==> src/rtl/core/ibe_pkg.sv <==
// ----------------------------------------------------------------------------
// ibe_pkg
// Shared types, constants and command/status structures of the infix boolean
// evaluator.
// ----------------------------------------------------------------------------
package ibe_pkg;

    localparam int STACK_DEPTH = 32;
    localparam int NUM_VARS    = 26;
    localparam int NUM_LETTERS = 26;

    localparam int STK_AW = $clog2(STACK_DEPTH);
    localparam int STK_CW = $clog2(STACK_DEPTH + 1);

    typedef logic [STK_AW-1:0]      stk_addr_t;
    typedef logic [STK_CW-1:0]      stk_cnt_t;
    typedef logic [1:0]             mode_t;
    typedef logic [4:0]             var_idx_t;
    typedef logic [2:0]             op_t;
    typedef logic [NUM_LETTERS-1:0] letters_t;

    localparam stk_cnt_t STK_FULL = STK_CW'(STACK_DEPTH);

    // Token kinds.
    localparam mode_t MODE_VAR    = 2'd0;
    localparam mode_t MODE_LPAREN = 2'd1;
    localparam mode_t MODE_RPAREN = 2'd2;
    localparam mode_t MODE_OP     = 2'd3;

    // Operator codes, in rising precedence; the paren marker lives only on the stack.
    localparam op_t OP_EQV   = 3'd0;
    localparam op_t OP_IMP   = 3'd1;
    localparam op_t OP_OR    = 3'd2;
    localparam op_t OP_AND   = 3'd3;
    localparam op_t OP_NOT   = 3'd4;
    localparam op_t OP_PAREN = 3'd5;

    // Commands from the controller to the datapath.
    typedef struct packed {
        logic load_tok;
        logic push_var;
        logic push_paren;
        logic push_tok_op;
        logic pop_op;
        logic reload_op;
        logic apply_r;
        logic apply_l;
        logic set_err;
        logic finish;
    } ibe_cmd_t;

    // Status from the datapath to the controller.
    typedef struct packed {
        mode_t mode;
        op_t   op_code;
        logic  last;
        logic  op_empty;
        op_t   top_op;
        logic  cur_unary;
        logic  out_busy;
    } ibe_status_t;

endpackage

==> src/rtl/core/ibe_ifs.sv <==
// ----------------------------------------------------------------------------
// ibe_ifs
// Channel interfaces of the infix boolean evaluator: tokens, results and the
// letter value configuration write.
// ----------------------------------------------------------------------------
interface ibe_token_if;
    import ibe_pkg::*;

    logic     valid;
    logic     ready;
    mode_t    mode;
    var_idx_t var_index;
    op_t      op_code;
    logic     last_token;

    modport source (output valid, output mode, output var_index, output op_code,
                    output last_token, input ready);
    modport sink   (input valid, input mode, input var_index, input op_code,
                    input last_token, output ready);
endinterface

interface ibe_result_if;
    logic valid;
    logic ready;
    logic truth;
    logic error;

    modport source (output valid, output truth, output error, input ready);
    modport sink   (input valid, input truth, input error, output ready);
endinterface

interface ibe_cfg_if;
    import ibe_pkg::*;

    logic     valid;
    logic     ready;
    letters_t letter_values;

    modport source (output valid, output letter_values, input ready);
    modport sink   (input valid, input letter_values, output ready);
endinterface

==> src/rtl/core/ibe_datapath.sv <==
// ----------------------------------------------------------------------------
// ibe_datapath
// Operator and value stacks with cached top entries, operand registers, the
// letter value register and the result register.
// ----------------------------------------------------------------------------
module ibe_datapath (
    input  logic                clk,
    input  logic                rst_n,
    input  ibe_pkg::ibe_cmd_t    cmd,
    output ibe_pkg::ibe_status_t status,
    input  ibe_pkg::mode_t      tok_mode,
    input  ibe_pkg::var_idx_t   tok_var_index,
    input  ibe_pkg::op_t        tok_op_code,
    input  logic                tok_last_token,
    input  logic                cfg_valid,
    input  ibe_pkg::letters_t   cfg_letter_values,
    output logic                out_valid,
    input  logic                out_ready,
    output logic                out_truth,
    output logic                out_error
);
    import ibe_pkg::*;

    // Stack storage.
    op_t  omem [STACK_DEPTH];
    logic vmem [STACK_DEPTH];

    // Control state.
    stk_cnt_t op_top_reg,  op_top_next;
    stk_cnt_t val_top_reg, val_top_next;
    logic     err_reg,       err_next;
    logic     out_valid_reg, out_valid_next;
    letters_t letter_values_reg;

    // Payload.
    mode_t    mode_reg;
    var_idx_t var_reg;
    op_t      op_code_reg;
    logic     last_reg;
    op_t      top_op_reg, top_op_next;
    logic     tos_reg,    tos_next;
    op_t      cur_op_reg, cur_op_next;
    logic     r_reg,      r_next;
    op_t      op_rd_reg;
    logic     val_rd_reg;
    logic     out_truth_reg, out_truth_next;
    logic     out_error_reg, out_error_next;

    // Memory ports.
    logic      owr_en, vwr_en;
    stk_addr_t owr_addr, vwr_addr;
    op_t       owr_data;
    logic      vwr_data;
    stk_cnt_t  op_rd_cnt, val_rd_cnt, val_top_m1;

    logic val_empty, val_full, op_empty, op_full;
    logic var_bit, r_val, l_val, res_val;
    op_t  op_in;

    assign val_empty  = (val_top_reg == '0);
    assign val_full   = (val_top_reg == STK_FULL);
    assign op_empty   = (op_top_reg == '0);
    assign op_full    = (op_top_reg == STK_FULL);
    assign val_top_m1 = val_top_reg - STK_CW'(1);
    // The entry below the top is always fetched, so it is ready in the cycle after a pop.
    assign op_rd_cnt  = op_top_reg - STK_CW'(2);
    assign val_rd_cnt = val_top_reg - STK_CW'(2);

    always_comb
    begin
        var_bit = 1'b0;
        if (int'(var_reg) < NUM_VARS)
        begin
            var_bit = letter_values_reg[var_reg];
        end
    end

    always_comb
    begin
        op_top_next    = op_top_reg;
        val_top_next   = val_top_reg;
        err_next       = err_reg;
        out_valid_next = out_valid_reg;
        out_truth_next = out_truth_reg;
        out_error_next = out_error_reg;
        top_op_next    = top_op_reg;
        tos_next       = tos_reg;
        cur_op_next    = cur_op_reg;
        r_next         = r_reg;
        owr_en         = 1'b0;
        owr_addr       = op_top_reg[STK_AW-1:0];
        op_in          = cmd.push_paren ? OP_PAREN : op_code_reg;
        owr_data       = op_in;
        vwr_en         = 1'b0;
        vwr_addr       = val_empty ? '0 : val_top_m1[STK_AW-1:0];
        vwr_data       = 1'b0;
        r_val          = val_empty ? 1'b0 : tos_reg;
        l_val          = val_empty ? 1'b0 : val_rd_reg;
        res_val        = 1'b0;

        if (out_valid_reg && out_ready)
        begin
            out_valid_next = 1'b0;
        end

        if (cmd.push_var)
        begin
            if (val_full)
            begin
                err_next = 1'b1;
            end
            else
            begin
                vwr_en       = 1'b1;
                vwr_addr     = val_top_reg[STK_AW-1:0];
                vwr_data     = var_bit;
                tos_next     = var_bit;
                val_top_next = val_top_reg + STK_CW'(1);
            end
        end

        if (cmd.push_paren || cmd.push_tok_op)
        begin
            if (op_full)
            begin
                err_next = 1'b1;
            end
            else
            begin
                owr_en      = 1'b1;
                top_op_next = op_in;
                op_top_next = op_top_reg + STK_CW'(1);
            end
        end

        if (cmd.pop_op)
        begin
            cur_op_next = top_op_reg;
            op_top_next = op_top_reg - STK_CW'(1);
        end

        if (cmd.reload_op)
        begin
            top_op_next = op_rd_reg;
        end

        // Right operand; a not is finished here, a binary operator waits for its left operand.
        if (cmd.apply_r)
        begin
            if (val_empty)
            begin
                err_next = 1'b1;
            end
            if (cur_op_reg == OP_NOT)
            begin
                res_val  = ~r_val;
                vwr_en   = 1'b1;
                vwr_data = res_val;
                tos_next = res_val;
                if (val_empty)
                begin
                    val_top_next = STK_CW'(1);
                end
            end
            else
            begin
                r_next = r_val;
                if (!val_empty)
                begin
                    val_top_next = val_top_m1;
                end
            end
        end

        if (cmd.apply_l)
        begin
            if (val_empty)
            begin
                err_next     = 1'b1;
                val_top_next = STK_CW'(1);
            end
            case (cur_op_reg)
                OP_EQV:  res_val = ~(l_val ^ r_reg);
                OP_IMP:  res_val = ~l_val | r_reg;
                OP_OR:   res_val = l_val | r_reg;
                OP_AND:  res_val = l_val & r_reg;
                default: res_val = ~r_reg;
            endcase
            vwr_en   = 1'b1;
            vwr_data = res_val;
            tos_next = res_val;
        end

        if (cmd.set_err)
        begin
            err_next = 1'b1;
        end

        if (cmd.finish)
        begin
            out_valid_next = 1'b1;
            out_truth_next = val_empty ? 1'b0 : tos_reg;
            out_error_next = err_reg | val_empty;
            op_top_next    = '0;
            val_top_next   = '0;
            err_next       = 1'b0;
        end
    end

    always_ff @(posedge clk or negedge rst_n)
    begin
        if (!rst_n)
        begin
            op_top_reg        <= '0;
            val_top_reg       <= '0;
            err_reg           <= 1'b0;
            out_valid_reg     <= 1'b0;
            letter_values_reg <= '0;
        end
        else
        begin
            op_top_reg    <= op_top_next;
            val_top_reg   <= val_top_next;
            err_reg       <= err_next;
            out_valid_reg <= out_valid_next;
            if (cfg_valid)
            begin
                letter_values_reg <= cfg_letter_values;
            end
        end
    end

    always_ff @(posedge clk)
    begin
        if (cmd.load_tok)
        begin
            mode_reg    <= tok_mode;
            var_reg     <= tok_var_index;
            op_code_reg <= tok_op_code;
            last_reg    <= tok_last_token;
        end
        top_op_reg    <= top_op_next;
        tos_reg       <= tos_next;
        cur_op_reg    <= cur_op_next;
        r_reg         <= r_next;
        out_truth_reg <= out_truth_next;
        out_error_reg <= out_error_next;
    end

    always_ff @(posedge clk)
    begin
        op_rd_reg  <= omem[op_rd_cnt[STK_AW-1:0]];
        val_rd_reg <= vmem[val_rd_cnt[STK_AW-1:0]];
        if (owr_en)
        begin
            omem[owr_addr] <= owr_data;
        end
        if (vwr_en)
        begin
            vmem[vwr_addr] <= vwr_data;
        end
    end

    assign status.mode      = mode_reg;
    assign status.op_code   = op_code_reg;
    assign status.last      = last_reg;
    assign status.op_empty  = op_empty;
    assign status.top_op    = top_op_reg;
    assign status.cur_unary = (cur_op_reg == OP_NOT);
    assign status.out_busy  = out_valid_reg && !out_ready;

    assign out_valid = out_valid_reg;
    assign out_truth = out_truth_reg;
    assign out_error = out_error_reg;

endmodule

==> src/rtl/core/ibe_ctrl.sv <==
// ----------------------------------------------------------------------------
// ibe_ctrl
// Sequencer of the evaluator: decodes each token and steps the datapath
// through operator pops, operator application and the final flush.
// ----------------------------------------------------------------------------
module ibe_ctrl (
    input  logic                 clk,
    input  logic                 rst_n,
    input  logic                 tok_valid,
    output logic                 tok_ready,
    input  ibe_pkg::ibe_status_t status,
    output ibe_pkg::ibe_cmd_t    cmd
);
    import ibe_pkg::*;

    typedef enum logic [3:0] {
        S_IDLE,
        S_DECODE,
        S_TAKE,
        S_CLOSE,
        S_FLUSH,
        S_APPLY1,
        S_APPLY2,
        S_RELOAD,
        S_FINISH
    } state_t;

    state_t state_reg, state_next;
    state_t ret_reg,   ret_next;
    state_t after_tok;

    // Where a token goes once its own work is done.
    assign after_tok = status.last ? S_FLUSH : S_IDLE;
    assign tok_ready = (state_reg == S_IDLE);

    always_comb
    begin
        cmd        = '0;
        state_next = state_reg;
        ret_next   = ret_reg;
        case (state_reg)
            S_IDLE:
            begin
                if (tok_valid)
                begin
                    cmd.load_tok = 1'b1;
                    state_next   = S_DECODE;
                end
            end
            S_DECODE:
            begin
                case (status.mode)
                    MODE_VAR:
                    begin
                        cmd.push_var = 1'b1;
                        state_next   = after_tok;
                    end
                    MODE_LPAREN:
                    begin
                        cmd.push_paren = 1'b1;
                        state_next     = after_tok;
                    end
                    MODE_RPAREN:
                    begin
                        state_next = S_CLOSE;
                    end
                    default:
                    begin
                        if (status.op_code == OP_NOT)
                        begin
                            cmd.push_tok_op = 1'b1;
                            state_next      = after_tok;
                        end
                        else if (status.op_code > OP_NOT)
                        begin
                            state_next = after_tok;
                        end
                        else
                        begin
                            state_next = S_TAKE;
                        end
                    end
                endcase
            end
            S_TAKE:
            begin
                if (!status.op_empty && status.top_op != OP_PAREN &&
                    status.top_op >= status.op_code)
                begin
                    cmd.pop_op = 1'b1;
                    ret_next   = S_TAKE;
                    state_next = S_APPLY1;
                end
                else
                begin
                    cmd.push_tok_op = 1'b1;
                    state_next      = after_tok;
                end
            end
            S_CLOSE:
            begin
                if (status.op_empty)
                begin
                    cmd.set_err = 1'b1;
                    state_next  = after_tok;
                end
                else
                begin
                    cmd.pop_op = 1'b1;
                    if (status.top_op == OP_PAREN)
                    begin
                        ret_next   = after_tok;
                        state_next = S_RELOAD;
                    end
                    else
                    begin
                        ret_next   = S_CLOSE;
                        state_next = S_APPLY1;
                    end
                end
            end
            S_FLUSH:
            begin
                if (status.op_empty)
                begin
                    state_next = S_FINISH;
                end
                else
                begin
                    cmd.pop_op = 1'b1;
                    ret_next   = S_FLUSH;
                    if (status.top_op == OP_PAREN)
                    begin
                        cmd.set_err = 1'b1;
                        state_next  = S_RELOAD;
                    end
                    else
                    begin
                        state_next = S_APPLY1;
                    end
                end
            end
            S_APPLY1:
            begin
                cmd.reload_op = 1'b1;
                cmd.apply_r   = 1'b1;
                state_next    = status.cur_unary ? ret_reg : S_APPLY2;
            end
            S_APPLY2:
            begin
                cmd.apply_l = 1'b1;
                state_next  = ret_reg;
            end
            S_RELOAD:
            begin
                cmd.reload_op = 1'b1;
                state_next    = ret_reg;
            end
            S_FINISH:
            begin
                if (!status.out_busy)
                begin
                    cmd.finish = 1'b1;
                    state_next = S_IDLE;
                end
            end
            default:
            begin
                state_next = S_IDLE;
            end
        endcase
    end

    always_ff @(posedge clk or negedge rst_n)
    begin
        if (!rst_n)
        begin
            state_reg <= S_IDLE;
            ret_reg   <= S_IDLE;
        end
        else
        begin
            state_reg <= state_next;
            ret_reg   <= ret_next;
        end
    end

endmodule

==> src/rtl/core/infix_boolean_evaluator_top.sv <==
// ----------------------------------------------------------------------------
// infix_boolean_evaluator_top
// Evaluates an infix boolean expression, token by token, under a configured
// assignment of truth values to the letters A to Z.
// ----------------------------------------------------------------------------
// Usage. Tokens arrive on the tok channel, one transaction per token: a
// variable, a left or right parenthesis, or an operator (equivalence,
// implication, or, and, not). The token flagged last_token closes the
// expression; only it produces a transaction on the res channel, carrying the
// truth value and an error flag for overflow, underflow or unmatched
// parentheses. The cfg channel writes the letter values and is always ready;
// write it only while no expression is in flight.
// Timing. The sequencer steps one stack operation at a time, and a new token
// is taken only once it is back in idle. Each token is loaded and decoded; a
// binary operator then pops every stacked operator of equal or higher
// precedence, and a right parenthesis pops down to its left parenthesis. Each
// popped operator is applied, its right operand first and, for a binary one,
// its left operand after. The last token adds the flush, which applies every
// stacked operator and flags each left parenthesis still open; the result is
// registered once the result register is free. The stack memories are read
// through registers, and the cached top is reloaded after each pop.
// Reset clears the stacks, the error flag, the result valid flag and the
// letter values. A stalled receiver holds the result in its register while
// the next expression is taken in; only the following result waits for it.
// ----------------------------------------------------------------------------
module infix_boolean_evaluator_top (
    input  logic         clk,
    input  logic         rst_n,
    ibe_token_if.sink    tok,
    ibe_result_if.source res,
    ibe_cfg_if.sink      cfg
);
    import ibe_pkg::*;

    ibe_cmd_t    cmd;
    ibe_status_t status;

    // The letter register takes a write in any cycle.
    assign cfg.ready = 1'b1;

    // The sequencer owns the token handshake and drives the datapath by commands.
    ibe_ctrl u_ctrl (
        .clk       (clk),
        .rst_n     (rst_n),
        .tok_valid (tok.valid),
        .tok_ready (tok.ready),
        .status    (status),
        .cmd       (cmd)
    );

    // The datapath holds both stacks and the result register that feeds res.
    ibe_datapath u_datapath (
        .clk               (clk),
        .rst_n             (rst_n),
        .cmd               (cmd),
        .status            (status),
        .tok_mode          (tok.mode),
        .tok_var_index     (tok.var_index),
        .tok_op_code       (tok.op_code),
        .tok_last_token    (tok.last_token),
        .cfg_valid         (cfg.valid),
        .cfg_letter_values (cfg.letter_values),
        .out_valid         (res.valid),
        .out_ready         (res.ready),
        .out_truth         (res.truth),
        .out_error         (res.error)
    );

endmodule

==> src/flat_wrapper.sv <==
// flat-port wrapper written by rule: the top's interface ports become plain ports
module infix_boolean_evaluator_top_flat import ibe_pkg::*;
  (clk, rst_n, tok_valid, tok_mode, tok_var_index, tok_op_code, tok_last_token, tok_ready, res_valid, res_truth, res_error, res_ready, cfg_valid, cfg_letter_values, cfg_ready);
  ibe_token_if tok_i ();
  ibe_result_if res_i ();
  ibe_cfg_if cfg_i ();
  input  logic clk;
  input  logic rst_n;
  input wire logic [$bits(tok_i.valid)-1:0] tok_valid;
  input wire logic [$bits(tok_i.mode)-1:0] tok_mode;
  input wire logic [$bits(tok_i.var_index)-1:0] tok_var_index;
  input wire logic [$bits(tok_i.op_code)-1:0] tok_op_code;
  input wire logic [$bits(tok_i.last_token)-1:0] tok_last_token;
  output wire logic [$bits(tok_i.ready)-1:0] tok_ready;
  output wire logic [$bits(res_i.valid)-1:0] res_valid;
  output wire logic [$bits(res_i.truth)-1:0] res_truth;
  output wire logic [$bits(res_i.error)-1:0] res_error;
  input wire logic [$bits(res_i.ready)-1:0] res_ready;
  input wire logic [$bits(cfg_i.valid)-1:0] cfg_valid;
  input wire logic [$bits(cfg_i.letter_values)-1:0] cfg_letter_values;
  output wire logic [$bits(cfg_i.ready)-1:0] cfg_ready;
  assign tok_i.valid = tok_valid;
  assign tok_i.mode = tok_mode;
  assign tok_i.var_index = tok_var_index;
  assign tok_i.op_code = tok_op_code;
  assign tok_i.last_token = tok_last_token;
  assign tok_ready = tok_i.ready;
  assign res_valid = res_i.valid;
  assign res_truth = res_i.truth;
  assign res_error = res_i.error;
  assign res_i.ready = res_ready;
  assign cfg_i.valid = cfg_valid;
  assign cfg_i.letter_values = cfg_letter_values;
  assign cfg_ready = cfg_i.ready;
  infix_boolean_evaluator_top u_core (.clk(clk), .rst_n(rst_n), .tok(tok_i), .res(res_i), .cfg(cfg_i));
endmodule
==> config.mk <==
export PLATFORM = sky130hd
export DESIGN_NAME = infix_boolean_evaluator_top_flat
export DESIGN_NICKNAME = d
export VERILOG_FILES = /design/src/rtl/core/ibe_pkg.sv /design/src/rtl/core/ibe_ifs.sv /design/src/rtl/core/ibe_datapath.sv /design/src/rtl/core/ibe_ctrl.sv /design/src/rtl/core/infix_boolean_evaluator_top.sv /design/src/flat_wrapper.sv
export SDC_FILE = /design/constraint.sdc
export NUM_CORES = 1
export LEC_CHECK = 0
export ABC_AREA = 1
export BUFFER_PORTS_ARGS = -buffer_cell sky130_fd_sc_hd__buf_2
export CAP_MARGIN = 20
export CORE_MARGIN = 8
export CORE_UTILIZATION = 55
export CTS_CLUSTER_SIZE = 28
export DETAILED_ROUTE_END_ITERATION = 10
export PLACE_DENSITY_LB_ADDON = 0.15
export SLEW_MARGIN = 10
export SYNTH_ARGS = -nofsm -noshare
export SYNTH_HDL_FRONTEND = slang
export SYNTH_HIERARCHICAL = 1
export SYNTH_SLANG_ARGS = --single-unit
==> constraint.sdc <==
create_clock -name clk -period 2.7 [get_ports clk]
set_input_delay 0.27 -clock clk [delete_from_list [all_inputs] [get_ports clk]]
set_output_delay 0.27 -clock clk [all_outputs]
set_load 0.02 [all_outputs]
==> tab_implementation.tex, run 1 <==
\begin{tabular}{lr}
\hline
Metric & Value \\
\hline
\multicolumn{2}{l}{\textbf{Status}} \\
\quad Result of the run & finished, final reports clean \\
\multicolumn{2}{l}{\textbf{Power}} \\
\quad Power per standard cell area & 1090 nW/um2 \\
\quad Proportion of power drawn by combinational gates & 45.2\% \\
\quad Switching pwr & 0.00493 W \\
\quad Lkg Pwr & 4.41 nW \\
\quad Sw frac & 41.6\% \\
\quad Register share of total power & around a third \\
\quad Total internal power & 0.00692 W \\
\quad Worst voltage drop across the vdd grid & 0.000558 V \\
\quad Share of power burned in the clock network & 20.3\% \\
\quad Total Power & $\sim$0.012 W \\
\multicolumn{2}{l}{\textbf{Floorplanning}} \\
\quad Floorplan die width & 148 um \\
\quad Overall die height & 148 um \\
\quad Placeable core area & 17200 um2 \\
\quad Top-Level Pins & 47 \\
\quad Initial standard-cell utilization of the core & about 56\% \\
\quad Number of placement rows & 48 \\
\quad Total Die Area & 21900 um2 \\
\multicolumn{2}{l}{\textbf{Hold path}} \\
\quad Launch instance of the worst min-delay path & tok\_mode[1] \\
\quad Hold Path Cell Cnt & 1 \\
\quad Worst hold path endpoint & u\_core/u\_datapath/mode\_reg[1] \\
\quad Min-delay worst type & input port to flip-flop \\
\multicolumn{2}{l}{\textbf{Timing}} \\
\quad Max Clock Freq & around 400 MHz \\
\quad Final Hold Violating Endpoints & 0 \\
\quad Post-layout minimum cycle time & 2.49 ns \\
\quad Min setup slack post-route & 0.209 ns \\
\quad Actual slew at the worst max-slew pin & approximately 0.67 ns \\
\quad Worst rel slew slack & between 50\% and 60\% \\
\quad RSZ-0062 raised after global routing & no \\
\quad Accumulated negative setup slack & 0 ns \\
\quad Share of the clock period used by the worst path & just over 90\% \\
\quad Slew Viols, Final & 0 \\
\quad Final clock skew & 0.0113 ns \\
\quad Count of endpoints failing setup in the final report & 0 \\
\multicolumn{2}{l}{\textbf{Synth}} \\
\quad Area of the mapped netlist & approximately 9600 um2 \\
\quad Warning count from the yosys run & 6 \\
\quad Synth Instances & between 900 and 1000 \\
\quad Net count of the mapped netlist & 1030 \\
\quad Avg Inst Size Synth & 9.86 um2 \\
\quad Portion of the post-synthesis area used by sequential elements & between 50\% and 60\% \\
\quad Number of storage elements in the synthesis netlist & 200 \\
\quad Number of library cell types mapped by synthesis & 48 \\
\multicolumn{2}{l}{\textbf{GRT}} \\
\quad Global-route congestion overflow total & 0 \\
\quad Antenna violations before repair & 0 \\
\quad Via count of the first global-routing pass & 6936 \\
\quad Pin count of the biggest net entering global routing & 41 \\
\quad Overall Global Routing Usage & 19.9\% \\
\quad Wire length of the first global-routing pass & approximately 34 mm \\
\multicolumn{2}{l}{\textbf{Route}} \\
\quad Post-DRT Antenna Nets & 0 \\
\quad Via-to-Cell Ratio & approximately 5.4 \\
\quad Iteration-0 DRC Markers & 494 \\
\quad Pre-antenna DRT Iters & 7 \\
\quad Detailed-route wire length per cell & 16.6 um \\
\quad Total detailed-routing wirelength & between 20 and 25 mm \\
\quad Total number of vias & 6956 \\
\quad Count of unresolved DRC violations after routing & 0 \\
\multicolumn{2}{l}{\textbf{Cells and area}} \\
\quad Number of flip-flops under the largest register name & 96 \\
\quad Final instance count without filler cells & 1281 \\
\quad Final net count & 1100 \\
\quad Antenna diode count & 0 \\
\quad Relative area change from synthesis to final layout & 13.0\% \\
\quad Proportion of layout cells with a drive suffix above 1 & about 18\% \\
\multicolumn{2}{l}{\textbf{Clocking}} \\
\quad CTS tree & yes \\
\quad Clock H-tree levels & 4 \\
\quad Root Buffer & clkbuf\_16 \\
\quad Number of clock buffers inserted by TritonCTS & 17 \\
\quad Total number of clock tree sinks & 200 \\
\quad Maximum buffer depth of the clock tree & 2 \\
\quad Source-to-sink clock delay at the later pin of the worst-skew pair & 0.43 ns \\
\quad Clock-pin slew on the worst setup and hold paths & approximately 0.070 ns \\
\multicolumn{2}{l}{\textbf{Placement}} \\
\quad Placement-stage worst setup slack & 0.102 ns \\
\quad Number of placed cells counting well taps & 1244 \\
\quad Routability congestion estimate from global placement & 0.845 \\
\quad DP HPWL & 14.6 mm \\
\quad Count of buffers inserted at the top-level ports & 45 \\
\multicolumn{2}{l}{\textbf{Critical path}} \\
\quad Reg-to-reg endpoint & u\_core/u\_datapath/omem[15][0] \\
\quad Startpoint Class & flip-flop \\
\quad Slack of the worst reg-to-reg path & roughly 0.21 ns \\
\quad Worst r2r src & u\_core/u\_datapath/op\_code\_reg[2] \\
\quad Cell count of the worst reg-to-reg path & 13 \\
\quad Worst Path Max Fanout & 6 \\
\quad Data arrival time of the critical path & about 2.6 ns \\
\quad CP endpoint kind & flip-flop \\
\quad Critical path start-end classification & flip-flop to flip-flop \\
\quad Required time of the worst setup path & around 2.8 ns \\
\multicolumn{2}{l}{\textbf{Flow run}} \\
\quad Max-Cap Viols & 0 \\
\hline
\end{tabular}
[repair_timing]
action	4_1_cts	5_1_grt
endpoints found under the setup margin	0	116
hold buffers	1	0
hold endpoints to repair	7	0
gates resized for setup	0	5
setup buffers	0	3
[Yosys cell counts (all sizes together)]
cell type / number / area (um2)
nand4: 20 / 125
a21o: 1 / 7.51
dfxtp: 5 / 100
o21bai: 1 / 7.51
edfxtp: 148 / 4440
conb: 1 / 3.75
a21oi: 16 / 80.1
o21ai: 57 / 304
dfrtp: 47 / 1180
xor2: 8 / 70.1
o211ai: 15 / 113
o221ai: 2 / 17.5
inv: 96 / 363
nand3b: 1 / 7.51
o22ai: 5 / 31.3
fa: 1 / 20.0
a31oi: 3 / 18.8
a41oi: 1 / 8.76
or2: 3 / 18.8
and3: 1 / 6.26
mux2: 17 / 191
a22oi: 6 / 45.0
nand3: 66 / 375
nor3: 10 / 55.1
o21a: 2 / 15.0
nor3b: 1 / 7.51
nand2: 258 / 1050
nor2: 132 / 568
clkbuf: 9 / 33.8
xnor2: 4 / 35.0
ha: 14 / 175
buf: 22 / 125
[critical path, cell delays in order (launching register included)]
cell and delay, ns:
edfxtp_1 0.38, inv_1 0.14, ha_1 0.26, a21oi_1 0.12, nand2_1 0.10, nand2_1 0.09, nand2_1 0.05, nand2_1 0.07
nor2_1 0.05, nor2_2 0.20, inv_2 0.08, nor2_1 0.23, inv_2 0.16, nor2_1 0.24
[cell type report]
class | count | area, um2
Clock buffer | 20 | 437
Clock inverter | 12 | 120
Fill cell | 1431 | 6340
Inverter | 96 | 367
Multi-Input combinational cell | 646 | 3380
Sequential cell | 200 | 5720
Tap cell | 225 | 282
Timing Repair Buffer | 81 | 523
Timing Repair inverter | 1 | 7.51
[worst max-delay path by stage]
stage	startpoint	endpoint	slack, ns
3_5_place_dp	u_core/u_datapath/val_top_reg[1]	u_core/u_datapath/vmem[22]	0.10
4_1_cts	u_core/u_datapath/val_top_reg[1]	u_core/u_datapath/vmem[4]	0.08
2_1_floorplan	u_core/u_datapath/val_top_reg[0]	u_core/u_datapath/vmem[0]	0.009
6_report	u_core/u_datapath/op_code_reg[2]	u_core/u_datapath/omem[15][0]	0.21
5_1_grt	u_core/u_datapath/op_code_reg[2]	u_core/u_datapath/op_top_reg[5]	0.007
3_3_place_gp	u_core/u_datapath/val_top_reg[1]	u_core/u_datapath/vmem[23]	0.17
[power groups by stage]
stage	Sequential [W]	Clock, W	Combinational [W]
after detailed placement	0.00415	0	0.00524
after floorplan	0.00411	0	0.00377
after CTS	0.00409	0.00245	0.00528
after global placement	0.00414	0	0.00520
after global routing	0.00413	0.00256	0.00597
final	0.00409	0.00240	0.00535
[cells by family after synthesis]
family	Yosys count	share of synthesized area, %
DFF	200	59.6
AOI/OAI and AO/OA	109	6.75
xor gates and xnor gates	12	1.10
other	1	0.0391
buffers and inverters	127	5.44
and+or+nand+nor	492	23.0
adders and majority gates	15	2.03
muxes	17	1.99
[cells in the final DEF (no fill, tap or decap), types with 13 or more instances in the layout]
cell	netlist	layout
o21ai_0	53	53
buf_4	4	33
clkbuf_16	0	17
o211ai_1	15	15
nand4_1	20	20
ha_1	14	13
inv_1	85	84
a21oi_1	16	15
buf_2	16	45
mux2_2	17	17
dfrtp_1	47	47
nand2_1	246	245
edfxtp_1	148	148
nand3_1	60	60
nor2_1	117	115
[routing by layer]
metal / track usage [%] / wire (um) / vias to the layer above
met5: 0 / 0 / -
met1: 23.3 / 8800 / 3306
met4: 7.60 / 412 / 0
li1: - / - / 3415
met2: 35.7 / 11000 / 201
met3: 3.40 / 1020 / 34
[metrics by stage]
stage / utilization [%] / area, um2 / hold WS [ns]
2_1_floorplan: - / 9610 / -0.0256
3_3_place_gp: 59.5 / 10200 / 0.123
3_5_place_dp: 59.5 / 10200 / 0.124
4_1_cts: 62.8 / 10800 / 0.00469
5_1_grt: 63.1 / 10800 / 0.000204
6_report: 63.1 / 10800 / 0.0206
Power figures use the tool's default switching activity.
==> inputs of run 2 (changes only) <==
CORE_MARGIN = 2   (was 8)
PLACE_DENSITY_LB_ADDON = 0.12   (was 0.15)
==> run 2 against run 1 <==
Sequential power about the same. Die area decreased by 16%. Wire length decreased by 1.7%. Critical path depth unchanged. Combinational power about the same. Clock power increased by 5%. Register-to-register slack improved by 0.02 ns. Count of clock-buffer cells in the layout unchanged. Sequential share of layout area decreased by 0.33 points. Core utilization increased by 0.40 points. First-iteration DRC count increased by 2.2%. Critical path type unchanged. Critical endpoint is now u_core/u_datapath/omem[5][0]. Largest cell class unchanged.
==> tab_implementation.tex, run 2 (same netlist as run 1, synthesis figures left out) <==
\begin{tabular}{lr}
\hline
Metric & Value \\
\hline
\multicolumn{2}{l}{\textbf{Floorplanning}} \\
\quad Overall die height & 136 um (-8.1\%) \\
\quad Floorplan die width & 136 um (-8.1\%) \\
\quad Placeable core area & 17200 um2 (unchanged) \\
\quad Top-Level Pins & 47 (unchanged) \\
\quad Number of placement rows & 48 (unchanged) \\
\quad Initial standard-cell utilization of the core & 55.9\% (unchanged) \\
\quad Total Die Area & 18500 um2 (-16\%) \\
\multicolumn{2}{l}{\textbf{Clocking}} \\
\quad CTS tree & yes \\
\quad Total number of clock tree sinks & 200 (unchanged) \\
\quad Maximum buffer depth of the clock tree & 2 (unchanged) \\
\quad Number of clock buffers inserted by TritonCTS & 17 (unchanged) \\
\quad Source-to-sink clock delay at the later pin of the worst-skew pair & 0.43 ns (about the same) \\
\quad Clock-pin slew on the worst setup and hold paths & 0.07 ns (about the same) \\
\quad Root Buffer & clkbuf\_16 \\
\quad Clock H-tree levels & 4 (unchanged) \\
\multicolumn{2}{l}{\textbf{Power}} \\
\quad Total internal power & 0.00704 W (+1.8\%) \\
\quad Lkg Pwr & 4.44 nW (+0.81\%) \\
\quad Register share of total power & 34.3\% (-0.2 points) \\
\quad Worst voltage drop across the vdd grid & 0.000773 V (+39\%) \\
\quad Switching pwr & 0.00490 W (-0.51\%) \\
\quad Power per standard cell area & 1090 nW/um2 (+0.19\%) \\
\quad Share of power burned in the clock network & 21.2\% (+0.9 points) \\
\quad Proportion of power drawn by combinational gates & 44.5\% (-0.7 points) \\
\quad Sw frac & 41.0\% (-0.55 points) \\
\multicolumn{2}{l}{\textbf{Route}} \\
\quad Count of unresolved DRC violations after routing & 0 (unchanged) \\
\quad Detailed-route wire length per cell & 16.3 um (-2.0\%) \\
\quad Post-DRT Antenna Nets & 0 (unchanged) \\
\quad Iteration-0 DRC Markers & 505 (+2.2\%) \\
\quad Total detailed-routing wirelength & 20.9 mm (-1.7\%) \\
\quad Total number of vias & 6955 (-0.014\%) \\
\quad Pre-antenna DRT Iters & 5 (-2) \\
\quad Via-to-Cell Ratio & 5.41 (-0.33\%) \\
\multicolumn{2}{l}{\textbf{Status}} \\
\quad Result of the run & finished, final reports clean \\
\multicolumn{2}{l}{\textbf{Critical path}} \\
\quad Cell count of the worst reg-to-reg path & 13 (unchanged) \\
\quad Critical path start-end classification & flip-flop to flip-flop \\
\quad Startpoint Class & flip-flop \\
\quad Data arrival time of the critical path & 2.61 ns (about the same) \\
\quad Worst Path Max Fanout & 7 (+1) \\
\quad CP endpoint kind & flip-flop \\
\quad Worst r2r src & u\_core/u\_datapath/op\_code\_reg[2] \\
\quad Reg-to-reg endpoint & u\_core/u\_datapath/omem[5][0] \\
\quad Required time of the worst setup path & 2.84 ns (+0.03 ns) \\
\quad Slack of the worst reg-to-reg path & 0.23 ns (+0.02 ns) \\
\multicolumn{2}{l}{\textbf{Cells and area}} \\
\quad Final net count & 1104 (+0.36\%) \\
\quad Relative area change from synthesis to final layout & 13.7\% \\
\quad Most used cells in the layout excluding fill and tap cells & nand2\_1, edfxtp\_1, nor2\_1, inv\_1, nand3\_1 \\
\quad Post-layout utilization of the core & 63.5\% (+0.40 points) \\
\quad Antenna diode count & 0 (unchanged) \\
\quad Leading cell type in the layout, fill and taps excluded & nand2\_1 \\
\quad Number of inserted filler cells in the final layout & 1485 (+3.8\%) \\
\quad Proportion of layout cells with a drive suffix above 1 & 17.9\% (+0.41 points) \\
\quad Number of flip-flops under the largest register name & 96 (unchanged) \\
\multicolumn{2}{l}{\textbf{Timing}} \\
\quad Final clock skew & 0.00824 ns (-0.00302 ns) \\
\quad Share of the clock period used by the worst path & 91.5\% (-0.78 points) \\
\quad Post-layout minimum cycle time & 2.47 ns (-0.0210 ns) \\
\quad Min setup slack post-route & 0.230 ns (+0.0210 ns) \\
\quad Final Hold Violating Endpoints & 0 (unchanged) \\
\quad Worst rel slew slack & 51.5\% (-3.4 points) \\
\quad Max Clock Freq & 405 MHz (+0.85\%) \\
\quad Count of endpoints failing setup in the final report & 0 (unchanged) \\
\quad Slew Viols, Final & 0 (unchanged) \\
\quad RSZ-0062 raised after global routing & yes \\
\quad Actual slew at the worst max-slew pin & 0.722 ns (+0.0509 ns) \\
\multicolumn{2}{l}{\textbf{GRT}} \\
\quad Pin count of the biggest net entering global routing & 36 (-12\%) \\
\quad Wire length of the first global-routing pass & 33.7 mm (-1.3\%) \\
\quad Global-route congestion overflow total & 0 (unchanged) \\
\quad Antenna violations before repair & 0 (unchanged) \\
\quad Via count of the first global-routing pass & 6796 (-2.0\%) \\
\quad Overall Global Routing Usage & 24.1\% (+4.2 points) \\
\multicolumn{2}{l}{\textbf{Placement}} \\
\quad Count of buffers inserted at the top-level ports & 45 (unchanged) \\
\quad DP HPWL & 14.4 mm (-1.4\%) \\
\quad Placement-stage worst setup slack & 0.0362 ns (-0.0659 ns) \\
\quad Routability congestion estimate from global placement & 0.874 (+3.4\%) \\
\multicolumn{2}{l}{\textbf{Hold path}} \\
\quad Launch instance of the worst min-delay path & tok\_op\_code[1] \\
\quad Worst hold path endpoint & u\_core/u\_datapath/op\_code\_reg[1] \\
\quad Min-delay worst type & input port to flip-flop \\
\quad Hold Path Cell Cnt & 1 (unchanged) \\
\multicolumn{2}{l}{\textbf{Flow run}} \\
\quad Max-Cap Viols & 0 (unchanged) \\
\hline
\end{tabular}
[run 2: worst max-delay path by stage]
stage / startpoint / endpoint / slack [ns] / depth (start not counted)
2_1_floorplan: u_core/u_datapath/val_top_reg[0] / u_core/u_datapath/vmem[0] / 0.009 / 17
3_3_place_gp: u_core/u_datapath/val_top_reg[1] / u_core/u_datapath/vmem[22] / 0.13 / 15
3_5_place_dp: u_core/u_datapath/val_top_reg[1] / u_core/u_datapath/vmem[23] / 0.04 / 15
4_1_cts: u_core/u_datapath/val_top_reg[1] / u_core/u_datapath/vmem[13] / 0.02 / 15
5_1_grt: u_core/u_datapath/op_code_reg[2] / u_core/u_datapath/omem[27][1] / -0.03 / 15
6_report: u_core/u_datapath/op_code_reg[2] / u_core/u_datapath/omem[5][0] / 0.23 / 13
[run 2: through the flow]
step / hold slack (ns) / cells / setup TNS, ns / instance area, um2 / total power (W)
2_1_floorplan: -0.0256 / 973 / 0 / 9610 / 0.00788
3_3_place_gp: 0.272 / 1246 / 0 / 10200 / 0.00937
3_5_place_dp: 0.274 / 1246 / 0 / 10200 / 0.00941
4_1_cts: 0.00209 / 1281 / 0 / 10900 / 0.0120
5_1_grt: 0.00252 / 1285 / -0.320 / 10900 / 0.0128
6_report: 0.0123 / 1285 / 0 / 10900 / 0.0119
[run 2: cell type report]
cell class / instances / area [um2] / area share, %
clock buffers: 20 / 447 / 4.09
clock inverters: 12 / 144 / 1.32
inverters: 96 / 367 / 3.36
multi-input cells: 646 / 3380 / 31.0
flip-flops and latches: 200 / 5720 / 52.4
well taps: 225 / 282 / 2.58
repair buffers: 84 / 553 / 5.07
repair inverters: 2 / 15.0 / 0.138
[run 2: worst max-delay path, stage by stage, from the launching register on]
cell and delay [ns]:
edfxtp_1 0.40, inv_1 0.12, ha_1 0.25, a21oi_1 0.13, nand2_1 0.09, nand2_1 0.08
nand2_1 0.05, nand2_1 0.07, nor2_1 0.05, nor2_2 0.21, nand2_1 0.34, inv_1 0.17
nand2_1 0.08, inv_1 0.13
[run 2: timing repair]
| item | CTS | global route |
|---|---|---|
| setup buffers | 0 | 1 |
| endpoints found under the hold margin | 49 | 1 |
| hold buffers | 3 | 1 |
| setup endpoints to repair | 0 | 124 |
| resized for setup | 0 | 7 |
[run 2: routing by layer]
metal / global-route usage [%] / share of wire, % / up-vias
li1: - / - / 3420
met3: 4.25 / 4.7 / 38
met1: 29.7 / 42 / 3325
met5: 0 / 0 / -
met2: 41.9 / 51 / 172
met4: 9.66 / 2.2 / 0
[run 2: power groups by stage]
stage	clock network (W)	logic [W]	registers, W
2_1_floorplan	0	0.00377	0.00411
3_3_place_gp	0	0.00522	0.00415
3_5_place_dp	0	0.00525	0.00416
4_1_cts	0.00257	0.00529	0.00410
5_1_grt	0.00271	0.00597	0.00414
6_report	0.00253	0.00532	0.00410
==> inputs of run 3 (changes only) <==
CTS_BUF_LIST = sky130_fd_sc_hd__clkbuf_4 sky130_fd_sc_hd__clkbuf_8   (was not set)
==> run 3 against run 2 <==
Core utilization fell by 0.35 points. Maximum frequency decreased by 0.53%. Clock skew rose by 0.0069 ns. Combinational power is essentially flat. Largest power group unchanged. Sequential power is essentially flat. Sequential cell count stayed put. Total power decreased by 4.9%. Register-to-register slack hardly changed. Cell count rose by 0.93%. Critical endpoint is now u_core/u_datapath/omem[23][1].
==> tab_implementation.tex, run 3 (same netlist as run 1, synthesis figures left out) <==
\begin{tabular}{lr}
\hline
Metric & Value \\
\hline
\multicolumn{2}{l}{\textbf{Critical path}} \\
\quad Critical-path cell list & inv\_1, ha\_1, a21oi\_1, nand2\_1, nand2\_1, nand2\_1, nand2\_1, nor2\_1, nor2\_2, inv\_2, nor2\_1, inv\_2, nor2\_1 \\
\quad Worst Path Max Fanout & 6 (-1) \\
\quad Worst-path cell with the longest stage delay & edfxtp\_1 \\
\quad Reg-to-reg endpoint & u\_core/u\_datapath/omem[23][1] \\
\quad Required time of the worst setup path & 2.85 ns (about the same) \\
\quad Critical path start-end classification & flip-flop to flip-flop \\
\quad Startpoint Class & flip-flop \\
\quad Most Frequent Cell on Critical Path & nand2\_1 \\
\quad Stage delay of the slowest cell on the critical path & 0.41 ns (about the same) \\
\quad Worst r2r src & u\_core/u\_datapath/op\_code\_reg[2] \\
\quad Slack of the worst reg-to-reg path & 0.22 ns (about the same) \\
\quad First element of the critical path & u\_core/u\_datapath/op\_code\_reg[2] \\
\quad Capturing element of the worst setup path & u\_core/u\_datapath/omem[23][1] \\
\quad Data arrival time of the critical path & 2.64 ns (+0.03 ns) \\
\quad CP endpoint kind & flip-flop \\
\quad Cell count of the worst reg-to-reg path & 13 (unchanged) \\
\multicolumn{2}{l}{\textbf{Flow run}} \\
\quad Max-Cap Viols & 0 (unchanged) \\
\multicolumn{2}{l}{\textbf{Clocking}} \\
\quad Total number of clock tree sinks & 200 (unchanged) \\
\quad Clock H-tree levels & 4 (unchanged) \\
\quad Maximum buffer depth of the clock tree & 2 (unchanged) \\
\quad Clock-pin slew on the worst setup and hold paths & 0.10 ns (+0.03 ns) \\
\quad Number of clock buffers inserted by TritonCTS & 17 (unchanged) \\
\quad Source-to-sink clock delay at the later pin of the worst-skew pair & 0.47 ns (+0.04 ns) \\
\quad CTS tree & yes \\
\quad Root Buffer & clkbuf\_8 \\
\multicolumn{2}{l}{\textbf{GRT}} \\
\quad Pin count of the biggest net entering global routing & 36 (unchanged) \\
\quad Global-route congestion overflow total & 0 (unchanged) \\
\quad Overall Global Routing Usage & 23.9\% (-0.17 points) \\
\quad Antenna violations before repair & 0 (unchanged) \\
\quad Wire length of the first global-routing pass & 33.6 mm (-0.29\%) \\
\quad Via count of the first global-routing pass & 6763 (-0.49\%) \\
\multicolumn{2}{l}{\textbf{Timing}} \\
\quad Post-layout minimum cycle time & 2.48 ns (+0.0132 ns) \\
\quad Share of the clock period used by the worst path & 92.0\% (+0.49 points) \\
\quad Worst rel slew slack & 53.3\% (+1.7 points) \\
\quad Min setup slack post-route & 0.217 ns (-0.0132 ns) \\
\quad RSZ-0062 raised after global routing & yes \\
\quad Accumulated negative setup slack & 0 ns (unchanged) \\
\quad Actual slew at the worst max-slew pin & 0.700 ns (-0.0213 ns) \\
\quad Count of endpoints failing setup in the final report & 0 (unchanged) \\
\quad Max Clock Freq & 403 MHz (-0.53\%) \\
\quad Slew Viols, Final & 0 (unchanged) \\
\quad Final Hold Violating Endpoints & 0 (unchanged) \\
\quad Final clock skew & 0.0152 ns (+0.00694 ns) \\
\multicolumn{2}{l}{\textbf{Route}} \\
\quad Iteration-0 DRC Markers & 475 (-5.9\%) \\
\quad Via-to-Cell Ratio & 5.36 (-0.94\%) \\
\quad Post-DRT Antenna Nets & 0 (unchanged) \\
\quad Total number of vias & 6954 (-0.014\%) \\
\quad Count of unresolved DRC violations after routing & 0 (unchanged) \\
\quad Pre-antenna DRT Iters & 5 (unchanged) \\
\quad Detailed-route wire length per cell & 16.1 um (-1.1\%) \\
\quad Total detailed-routing wirelength & 20.8 mm (-0.21\%) \\
\multicolumn{2}{l}{\textbf{Floorplanning}} \\
\quad Number of placement rows & 48 (unchanged) \\
\quad Initial standard-cell utilization of the core & 55.9\% (unchanged) \\
\quad Placeable core area & 17200 um2 (unchanged) \\
\quad Overall die height & 136 um (unchanged) \\
\quad Top-Level Pins & 47 (unchanged) \\
\quad Floorplan die width & 136 um (unchanged) \\
\quad Total Die Area & 18500 um2 (unchanged) \\
\multicolumn{2}{l}{\textbf{Cells and area}} \\
\quad Leading cell type in the layout, fill and taps excluded & nand2\_1 \\
\quad Antenna diode count & 0 (unchanged) \\
\quad Final net count & 1116 (+1.1\%) \\
\quad Most used cells in the layout excluding fill and tap cells & nand2\_1, edfxtp\_1, nor2\_1, inv\_1, nand3\_1 \\
\quad Final instance count without filler cells & 1297 (+0.93\%) \\
\quad Relative area change from synthesis to final layout & 13.1\% \\
\quad Number of flip-flops under the largest register name & 96 (unchanged) \\
\quad Proportion of layout cells with a drive suffix above 1 & 18.0\% (+0.079 points) \\
\multicolumn{2}{l}{\textbf{Power}} \\
\quad Lkg Pwr & 4.41 nW (-0.65\%) \\
\quad Power per standard cell area & 1050 nW/um2 (-4.4\%) \\
\quad Total Power & 0.0114 W (-4.9\%) \\
\quad Worst voltage drop across the vdd grid & 0.000696 V (-10\%) \\
\multicolumn{2}{l}{\textbf{Placement}} \\
\quad Number of placed cells counting well taps & 1246 (unchanged) \\
\quad Placement-stage worst setup slack & 0.0362 ns (unchanged) \\
\quad Routability congestion estimate from global placement & 0.874 (unchanged) \\
\quad DP HPWL & 14.4 mm (unchanged) \\
\quad Count of buffers inserted at the top-level ports & 45 (unchanged) \\
\multicolumn{2}{l}{\textbf{Status}} \\
\quad Result of the run & finished, final reports clean \\
\multicolumn{2}{l}{\textbf{Hold path}} \\
\quad Min-delay worst type & input port to flip-flop \\
\hline
\end{tabular}
-- run 3: timing repair --
item,4_1_cts,5_1_grt
hold buffers,16,0
buffers inserted,0,1
resized for setup,0,8
endpoints found under the hold margin,62,0
setup endpoints to repair,0,114
-- run 3: layout make-up --
class,count,area [um2]
repair inverters,2,15.0
clock inverters,12,144
inverters,96,367
repair buffers,96,673
flip-flops and latches,200,5720
clock buffers,20,263
multi-input cells,646,3390
well taps,225,282
fillers,1499,6330
-- run 3: how the worst min path moves through the flow --
stage | from | end | slack [ns] | cells after the start
final | cfg_letter_values[17] | u_core/u_datapath/letter_values_reg[17] | 0.02 | 3
after global routing | cfg_letter_values[18] | u_core/u_datapath/letter_values_reg[18] | 0.007 | 3
after global placement | rst_n | u_core/u_datapath/letter_values_reg[11] | 0.27 | 2
after floorplan | rst_n | u_core/u_ctrl/ret_reg[0] | -0.03 | 0
after detailed placement | rst_n | u_core/u_datapath/letter_values_reg[11] | 0.27 | 2
after CTS | cfg_letter_values[23] | u_core/u_datapath/letter_values_reg[23] | 0.002 | 3
-- run 3: report_power, final --
group	switching (W)	internal, W
clock network	0.00105	0.000885
logic	0.00353	0.00180
registers	0.000240	0.00385
-- run 3: critical path: cells and delay by family (launching register included) --
kind            cells  cell delay [ns]
compound gates      1             0.14
buf+inv             3             0.35
fa+ha+maj           1             0.25
flops               1             0.41
simple gates        8             1.03
-- run 3: metrics by stage --
stage / util (%) / instance area [um2] / hold WS [ns]
final: 63.2 / 10800 / 0.0189
after global routing: 63.2 / 10800 / 0.00725
after CTS: 62.9 / 10800 / 0.00171
after detailed placement: 59.6 / 10200 / 0.274
after global placement: 59.6 / 10200 / 0.272
after floorplan: - / 9610 / -0.0256
-- run 3: metal layers --
metal / wire length [um] / up-vias / track usage [%]
met5: 0 / - / 0
met4: 421 / 0 / 8.62
met3: 822 / 35 / 3.58
met2: 10700 / 149 / 41.8
met1: 8880 / 3335 / 30.2
li1: - / 3435 / -
